### src/rtl/jqq_pkg.sv
// Shared types, constants and tables for the JPEG quality quantizer.
// Holds the base quantization tables, the quality scale table and the reciprocal table builder.
// Used by jqq_tbl_sweep and jpeg_quality_quantizer_core; depends on nothing else.
package jqq_pkg;

   localparam int COEFF_BITS_DEF = 12;
   localparam int COEFF_BITS_MAX = 16;
   localparam int VALUE_BITS     = 20;
   localparam int VALUE_MAX      = (2 ** (VALUE_BITS - 1)) - 1;
   localparam int VALUE_MIN      = -(2 ** (VALUE_BITS - 1));
   localparam int QUANT_BITS     = 8;
   localparam int QUANT_MAX      = 255;
   localparam int QUALITY_BITS   = 7;
   localparam int QUALITY_RESET  = 50;
   localparam int POS_BITS       = 6;
   localparam int ADDR_BITS      = POS_BITS + 1;
   localparam int TBL_DEPTH      = 2 ** ADDR_BITS;
   localparam int BASE_BITS      = 7;
   localparam int SCALE_BITS     = 14;
   localparam int NUM_BITS       = 21;
   localparam int RECIP_MAX_BITS = COEFF_BITS_MAX + 10;

   // Divide by 100 as multiply-and-shift; exact for dividends below 2**20.
   localparam int DIV100_SHIFT   = 27;
   localparam int DIV100_BITS    = 21;
   localparam logic [DIV100_BITS-1:0] DIV100_MUL = DIV100_BITS'(1342178);
   localparam int DIV100_PROD_BITS = (NUM_BITS - 1) + DIV100_BITS;

   localparam logic MODE_QUANTIZE   = 1'b0;
   localparam logic MODE_DEQUANTIZE = 1'b1;

   typedef logic [BASE_BITS-1:0] base_tab_type [TBL_DEPTH];
   typedef logic signed [SCALE_BITS-1:0] scale_tab_type [2 ** QUALITY_BITS];
   typedef logic [RECIP_MAX_BITS-1:0] recip_tab_type [2 ** QUANT_BITS];

   // Table write from the rebuild pipeline.
   typedef struct packed {
      logic                  valid;
      logic [ADDR_BITS-1:0]  addr;
      logic [QUANT_BITS-1:0] qz;
   } tbl_wr_type;

   // Address is {component, position}: luminance first, then chrominance.
   localparam base_tab_type BASE_TAB = '{
      16, 11, 10, 16, 24, 40, 51, 61,
      12, 12, 14, 19, 26, 58, 60, 55,
      14, 13, 16, 24, 40, 57, 69, 56,
      14, 17, 22, 29, 51, 87, 80, 62,
      18, 22, 37, 56, 68, 109, 103, 77,
      24, 35, 55, 64, 81, 104, 113, 92,
      49, 64, 78, 87, 103, 121, 120, 101,
      72, 92, 95, 98, 112, 100, 103, 99,
      17, 18, 24, 47, 99, 99, 99, 99,
      18, 21, 26, 66, 99, 99, 99, 99,
      24, 26, 56, 99, 99, 99, 99, 99,
      47, 66, 99, 99, 99, 99, 99, 99,
      99, 99, 99, 99, 99, 99, 99, 99,
      99, 99, 99, 99, 99, 99, 99, 99,
      99, 99, 99, 99, 99, 99, 99, 99,
      99, 99, 99, 99, 99, 99, 99, 99
   };

   // Quotient of two non-negative constants below 2**40, by shift and subtract.
   function automatic longint const_quot(input longint num, input longint den);
      longint rem;
      longint quo;
      rem = 0;
      quo = 0;
      for (int i = 39; i >= 0; i--) begin
         rem = (rem << 1) | ((num >> i) & longint'(1));
         quo = quo << 1;
         if (rem >= den) begin
            rem = rem - den;
            quo = quo | longint'(1);
         end
      end
      return quo;
   endfunction

   // Scale per quality code; zero acts as one.
   function automatic scale_tab_type build_scale_tab();
      scale_tab_type t;
      for (int q = 0; q < 2 ** QUALITY_BITS; q++) begin
         if (q == 0) begin
            t[q] = SCALE_BITS'(5000);
         end else if (q < 50) begin
            t[q] = SCALE_BITS'(const_quot(longint'(5000), longint'(q)));
         end else begin
            t[q] = SCALE_BITS'(200 - 2 * q);
         end
      end
      return t;
   endfunction

   localparam scale_tab_type SCALE_TAB = build_scale_tab();

   // Reciprocal ceil(2**shift / d) per quantizer value.
   function automatic recip_tab_type build_recip_tab(input int shift);
      recip_tab_type t;
      longint        one;
      one  = longint'(1) << shift;
      t[0] = '0;
      for (int d = 1; d < 2 ** QUANT_BITS; d++) begin
         t[d] = RECIP_MAX_BITS'(const_quot(one + longint'(d) - 1, longint'(d)));
      end
      return t;
   endfunction

endpackage

### src/rtl/jqq_tbl_sweep.sv
// Rebuilds the scaled quantizer table after reset and after each quality write.
// Streams one table write per cycle over all 128 entries through a short pipeline.
// Depends on jqq_pkg.
module jqq_tbl_sweep (
   input  logic                                 clock,
   input  logic                                 reset,
   input  logic                                 cfg_we,
   input  logic [jqq_pkg::QUALITY_BITS-1:0]     cfg_quality,
   output jqq_pkg::tbl_wr_type                  tbl_wr,
   output logic                                 busy
);

   localparam int AB = jqq_pkg::ADDR_BITS;
   localparam int NB = jqq_pkg::NUM_BITS;
   localparam int PB = jqq_pkg::DIV100_PROD_BITS;
   localparam int VB = PB - jqq_pkg::DIV100_SHIFT;

   logic signed [jqq_pkg::SCALE_BITS-1:0] scale_ff, scale_in;
   logic                                  run_ff, run_in;
   logic [AB-1:0]                         cnt_ff, cnt_in;

   logic                                  a_valid_ff, a_valid_in;
   logic [AB-1:0]                         a_addr_ff, a_addr_in;
   logic signed [NB-1:0]                  a_num_ff, a_num_in;
   logic signed [jqq_pkg::SCALE_BITS+jqq_pkg::BASE_BITS:0] a_mul;

   logic                                  b_valid_ff, b_valid_in;
   logic [AB-1:0]                         b_addr_ff, b_addr_in;
   logic                                  b_low_ff, b_low_in;
   logic [PB-1:0]                         b_prod_ff, b_prod_in;

   logic [VB-1:0]                         c_val;
   jqq_pkg::tbl_wr_type                   wr_ff, wr_in;

   // sweep counter
   always_comb begin
      scale_in = scale_ff;
      run_in   = run_ff;
      cnt_in   = cnt_ff;
      if (cfg_we) begin
         scale_in = jqq_pkg::SCALE_TAB[cfg_quality];
         run_in   = 1'b1;
         cnt_in   = '0;
      end else if (run_ff) begin
         cnt_in = cnt_ff + AB'(1);
         if (cnt_ff == AB'(jqq_pkg::TBL_DEPTH - 1)) begin
            run_in = 1'b0;
         end
      end
   end

   // base * scale + 50
   always_comb begin
      a_valid_in = run_ff;
      a_addr_in  = cnt_ff;
      a_mul      = $signed({1'b0, jqq_pkg::BASE_TAB[cnt_ff]}) * scale_ff;
      a_num_in   = NB'(a_mul) + NB'(50);
   end

   // divide by 100
   always_comb begin
      b_valid_in = a_valid_ff;
      b_addr_in  = a_addr_ff;
      b_low_in   = (a_num_ff < NB'(100));
      b_prod_in  = a_num_ff[NB-2:0] * jqq_pkg::DIV100_MUL;
   end

   // clamp to 1..255
   always_comb begin
      c_val         = b_prod_ff[PB-1:jqq_pkg::DIV100_SHIFT];
      wr_in.valid   = b_valid_ff;
      wr_in.addr    = b_addr_ff;
      if (b_low_ff) begin
         wr_in.qz = jqq_pkg::QUANT_BITS'(1);
      end else if (c_val > VB'(jqq_pkg::QUANT_MAX)) begin
         wr_in.qz = jqq_pkg::QUANT_BITS'(jqq_pkg::QUANT_MAX);
      end else begin
         wr_in.qz = c_val[jqq_pkg::QUANT_BITS-1:0];
      end
   end

   always_ff @(posedge clock) begin
      if (reset) begin
         scale_ff    <= jqq_pkg::SCALE_TAB[jqq_pkg::QUALITY_RESET];
         run_ff      <= 1'b1;
         cnt_ff      <= '0;
         a_valid_ff  <= 1'b0;
         b_valid_ff  <= 1'b0;
         wr_ff       <= '0;
      end else begin
         scale_ff    <= scale_in;
         run_ff      <= run_in;
         cnt_ff      <= cnt_in;
         a_valid_ff  <= a_valid_in;
         b_valid_ff  <= b_valid_in;
         wr_ff       <= wr_in;
      end
   end

   always_ff @(posedge clock) begin
      a_addr_ff  <= a_addr_in;
      a_num_ff   <= a_num_in;
      b_addr_ff  <= b_addr_in;
      b_low_ff   <= b_low_in;
      b_prod_ff  <= b_prod_in;
   end

   assign tbl_wr = wr_ff;
   assign busy   = run_ff | a_valid_ff | b_valid_ff | wr_ff.valid;

endmodule

### config.mk
export PLATFORM = sky130hd
export DESIGN_NAME = jqq_tbl_sweep
export DESIGN_NICKNAME = d
export VERILOG_FILES = /design/src/rtl/jqq_pkg.sv /design/src/rtl/jqq_tbl_sweep.sv
export SDC_FILE = /design/constraint.sdc
export NUM_CORES = 1
export LEC_CHECK = 0
export ABC_AREA = 1
export BUFFER_PORTS_ARGS = -buffer_cell sky130_fd_sc_hd__buf_2
export CAP_MARGIN = 25
export CORE_MARGIN = 3
export CORE_UTILIZATION = 55
export CTS_CLUSTER_DIAMETER = 40
export CTS_CLUSTER_SIZE = 10
export DETAILED_ROUTE_END_ITERATION = 8
export GPL_TIMING_DRIVEN = 0
export MAX_ROUTING_LAYER = met4
export PLACE_DENSITY = 0.69
export RECOVER_POWER = 50
export SYNTH_ARGS = -nofsm -noshare
export SYNTH_HDL_FRONTEND = slang
export SYNTH_SLANG_ARGS = --single-unit
### constraint.sdc
create_clock -name clock -period 16.3 [get_ports clock]
set_input_delay 2.445 -clock clock [delete_from_list [all_inputs] [get_ports clock]]
set_output_delay 2.445 -clock clock [all_outputs]
set_load 0.01 [all_outputs]
==> summary by stage <==
Floorplan
In this run the standard cell core region covers 29090 µm². The floorplan row count is 62. The initial utilization of the core area, before any placement, comes to a little under three fifths. The die covers 32080 µm². The y dimension of the die is 179.1 µm. The total I/O pin count is 27. The width of the chip is 179.1 µm.

Detailed routing
For this run, design rule violations remaining after detail routing come to 0. The number of detailed-routing iterations run before antenna repair is 5. For this block, the initial DRC count from the detailed router was about 730.

The per-cell via count in the routed design is 5.329. The number of nets with antenna violations after detailed routing is 0. For this block, the routed nets add up to ~41 mm of wire. The routed layout has approximately 13000 vias.

Dividing the detail-routed wire length by the instance count gives 16.44 µm.

STA
Summed over all failing endpoints, the final setup total negative slack is 0 ns. The maximum frequency from static timing analysis is 154.1 MHz. The clock arrives with 0.01148 ns of skew. Setup repair after global routing left no endpoint under its margin.

The number of max-slew violations in the final report is 0. The final count of negative-setup-slack endpoints is 0. At the pin with the least slew margin, the transition time is about 0.65 ns.

Headroom to the max-slew limit came out at 56.46%. The final cycle utilization of the critical path is 39.81%. The count of final hold-check violations came to 0.

The worst path needs 6.488 ns of the cycle, external delays included.

Layout
Cells with a size suffix above 1 make up 4.167% of the layout. The antenna diode count is 0. After routing the design area is 17350 µm². The layout net count is ~2600. The count of cells in the finished layout, fillers not included, comes to roughly 2500. The layout overhead on the synthesized area is 5.246%.

Setup path
The largest stage delay on the critical path is 0.66 ns. At the worst endpoint, the arrival time is ~6.7 ns. The required time at the worst-slack endpoint is roughly 17 ns. The worst setup path is launched from a flip-flop. The critical path's slowest cell is fa_1. The worst setup path is of the reg2reg kind. The critical path contains buffers and inverters numbering 5 combined. The endpoint kind of the worst setup timing path is a flip-flop. The signal on the critical path passes through inv_1 > ha_1 > nand2_1 > nand2_1 > o21ai_0 > nand2_1 > nand3_1 > nand2_2 > nand2_1 > clkbuf_1 > nor2_1 > ha_1 > fa_1 > inv_1 > fa_1 > fa_1 > inv_1 > ha_1 > inv_1 > nor3_1 > nand3_1 > nand3_1 > nand2_1. Counting stages on the worst path, the most repeated cell is nand2_1. The peak fanout along the critical path is 10.

Among cell families on the critical path, the largest total delay comes from adder cells.

Run status
The run finished with clean final reports.

Synth
The fraction of registers with async set or reset after synthesis is 0%. The sequential-to-total area share from yosys stat is roughly 11%. The post-synthesis area per instance is roughly 8.0 µm². The dominant synthesized flop cell is dfxtp_1. The Yosys step of the flow raised 0 warnings. The synthesized netlist contains 54 unique library cells. The net count of the mapped netlist is approximately 2600. The cell area that synthesis handed to floorplanning was 16480 µm².

Synthesis produced 2072 cells. After synthesis the netlist holds a flip-flop and latch count of 90. The number of synthesized flops with an enable pin is 0.

CTS
After clock tree synthesis, the flow added hold-fix buffers numbering 0. The number of clock buffers added by TritonCTS is 9. Post-CTS repair changed the size of 0 cells. The clock tree from TritonCTS is built. Counting along the longest clock path gives a buffer depth of 2. The CTS root buffer is clkbuf_16.

The clock reaches the later pin of the worst-skew pair after between 0.3 and 0.4 ns. The clock sink count is 90. The clock slew at the register clock pins of the worst setup and hold paths is 0.07 ns.

CTS built an H-tree with a depth of 3. The number of buffers added for setup after CTS is 0.

GRT
The number of global-route vias before repair is ~14000. Global routing used 27.71% of the available tracks. Global routing finished with a remaining overflow of 0.

The initial antenna violation count is 0. The first-pass GRT wire length is 67.48 mm. Entering global routing, the biggest net connects 18 pins.

Placed design
The wire-length estimate of the detail-placed layout is 35.62 mm. Summing all placed instances gives a cell area of 17080 µm². Routability-driven placement finished with a final weighted congestion of 0.9551.

The cell count after placement is 2480. The number of buffers added on ports is 24.

Run
The reported max-cap violation count is 0.

Hold path
In this run the worst hold path is classified as reg2reg.
==> worst paths after layout <==
check        cells after the start  slack, ns                   end                       from
max                             23       9.81  a_num_ff[19]$_DFF_P_  a_addr_in[1]$_SDFFE_PP0P_
min                              0       0.33  b_addr_ff[1]$_DFF_P_       a_addr_ff[1]$_DFF_P_
max reg2reg                     23       9.81  a_num_ff[19]$_DFF_P_  a_addr_in[1]$_SDFFE_PP0P_
min reg2reg                      0       0.33  b_addr_ff[1]$_DFF_P_       a_addr_ff[1]$_DFF_P_
==> worst register-to-register path, stage by stage (launching register included) <==
cell      delay [ns]
dfxtp_1         0.63
inv_1           0.24
ha_1            0.42
nand2_1         0.21
nand2_1         0.09
o21ai_0         0.16
nand2_1         0.07
nand3_1         0.14
nand2_2         0.08
nand2_1         0.15
clkbuf_1        0.51
nor2_1          0.14
ha_1            0.46
fa_1            0.66
inv_1           0.09
fa_1            0.52
fa_1            0.56
inv_1           0.05
ha_1            0.40
inv_1           0.12
nor3_1          0.27
nand3_1         0.13
nand3_1         0.09
nand2_1         0.13
==> placed cells by master (no fill, tap or decap), types with 4 or more instances in the layout <==
cell type and instances:
o2111ai_1 5, xor2_1 13, o21a_1 4, ha_1 304, a21oi_1 102, nor2_2 18, buf_2 15, fa_1 220
o21ai_1 8, nand2_1 272, nand4_1 15, a21o_1 9, o22ai_1 6, o221ai_1 4, nor3_1 21, nand2_2 7
inv_1 553, nand3_1 77, dfxtp_1 90, buf_6 5, xnor2_1 10, nor2_1 182, o21ai_0 64, buf_4 6
clkbuf_1 26, o31ai_1 4, o211ai_1 10, a21boi_0 4, clkbuf_16 9
==> kinds of logic after synthesis <==
group | synth area share, %
buf+inv | 13.99
flops | 10.93
xor+xnor | 1.222
simple gates | 15.74
fa+ha+maj | 49.80
compound gates | 8.313
==> stage by stage <==
step,utilization [%],setup slack [ns],hold WS [ns]
floorplan,-,10.94,0.3096
global placement,58.72,9.952,0.3127
detailed placement,58.72,9.974,0.3128
CTS,59.73,9.940,0.3289
global route,59.63,9.378,0.3375
finish,59.63,9.812,0.3297
==> state kept, by name (all words and copies together), names as in the netlist <==
signal,cells
b_addr_ff,7
tbl_wr,16
a_addr_ff,7
b_low_ff,1
a_addr_in,7
scale_ff,14
a_num_ff,21
b_valid_ff,1
b_prod_ff,14
a_valid_in,1
a_valid_ff,1
==> cells in the mapped netlist, types with 2 or more instances <==
library cell | n | share of area, %
inv_1 | 553 | 13
ha_1 | 304 | 23
nand2_1 | 271 | 6.2
fa_1 | 220 | 27
nor2_1 | 182 | 4.1
a21oi_1 | 102 | 3.1
dfxtp_1 | 90 | 11
nand3_1 | 77 | 2.3
o21ai_0 | 64 | 1.9
nor3_1 | 21 | 0.64
nor2_2 | 18 | 0.68
nand4_1 | 15 | 0.57
xor2_1 | 13 | 0.69
o211ai_1 | 10 | 0.46
xnor2_1 | 10 | 0.53
a21o_1 | 9 | 0.41
buf_2 | 8 | 0.24
nand2_2 | 8 | 0.30
o21ai_1 | 8 | 0.24
clkbuf_1 | 7 | 0.16
buf_4 | 6 | 0.27
buf_6 | 6 | 0.41
o22ai_1 | 6 | 0.23
o2111ai_1 | 5 | 0.27
a21boi_0 | 4 | 0.18
o21a_1 | 4 | 0.18
o221ai_1 | 4 | 0.21
o31ai_1 | 4 | 0.18
a31oi_1 | 3 | 0.11
inv_2 | 3 | 0.068
nand3b_1 | 3 | 0.14
o21bai_1 | 3 | 0.14
or2_2 | 3 | 0.11
a211oi_1 | 2 | 0.091
a21oi_2 | 2 | 0.11
buf_1 | 2 | 0.046
inv_4 | 2 | 0.076
nand2_4 | 2 | 0.14
nand3_2 | 2 | 0.12
nor4_1 | 2 | 0.076
==> area by class of cell <==
type,instances,area [µm²]
plain buffers,30,198.9
clock buffers,10,239.0
clock inverters,6,56.30
fillers,2656,11750
inverters,558,2100
multi-input cells,1394,12370
flip-flops and latches,90,1802
well taps,384,480.5
repair buffers,24,98.84
==> routing by layer <==
metal | wire length [µm] | GRT usage (%) | up-vias
li1 | - | - | 6455
met1 | 16790 | 31.73 | 6432
met2 | 21180 | 50.22 | 315
met3 | 1357 | 2.499 | 100
met4 | 1705 | 10.63 | 0
met5 | 0 | - | -
Power is not shown: default switching activity piles up to over one toggle a cycle in this logic, so the estimate is an artifact.
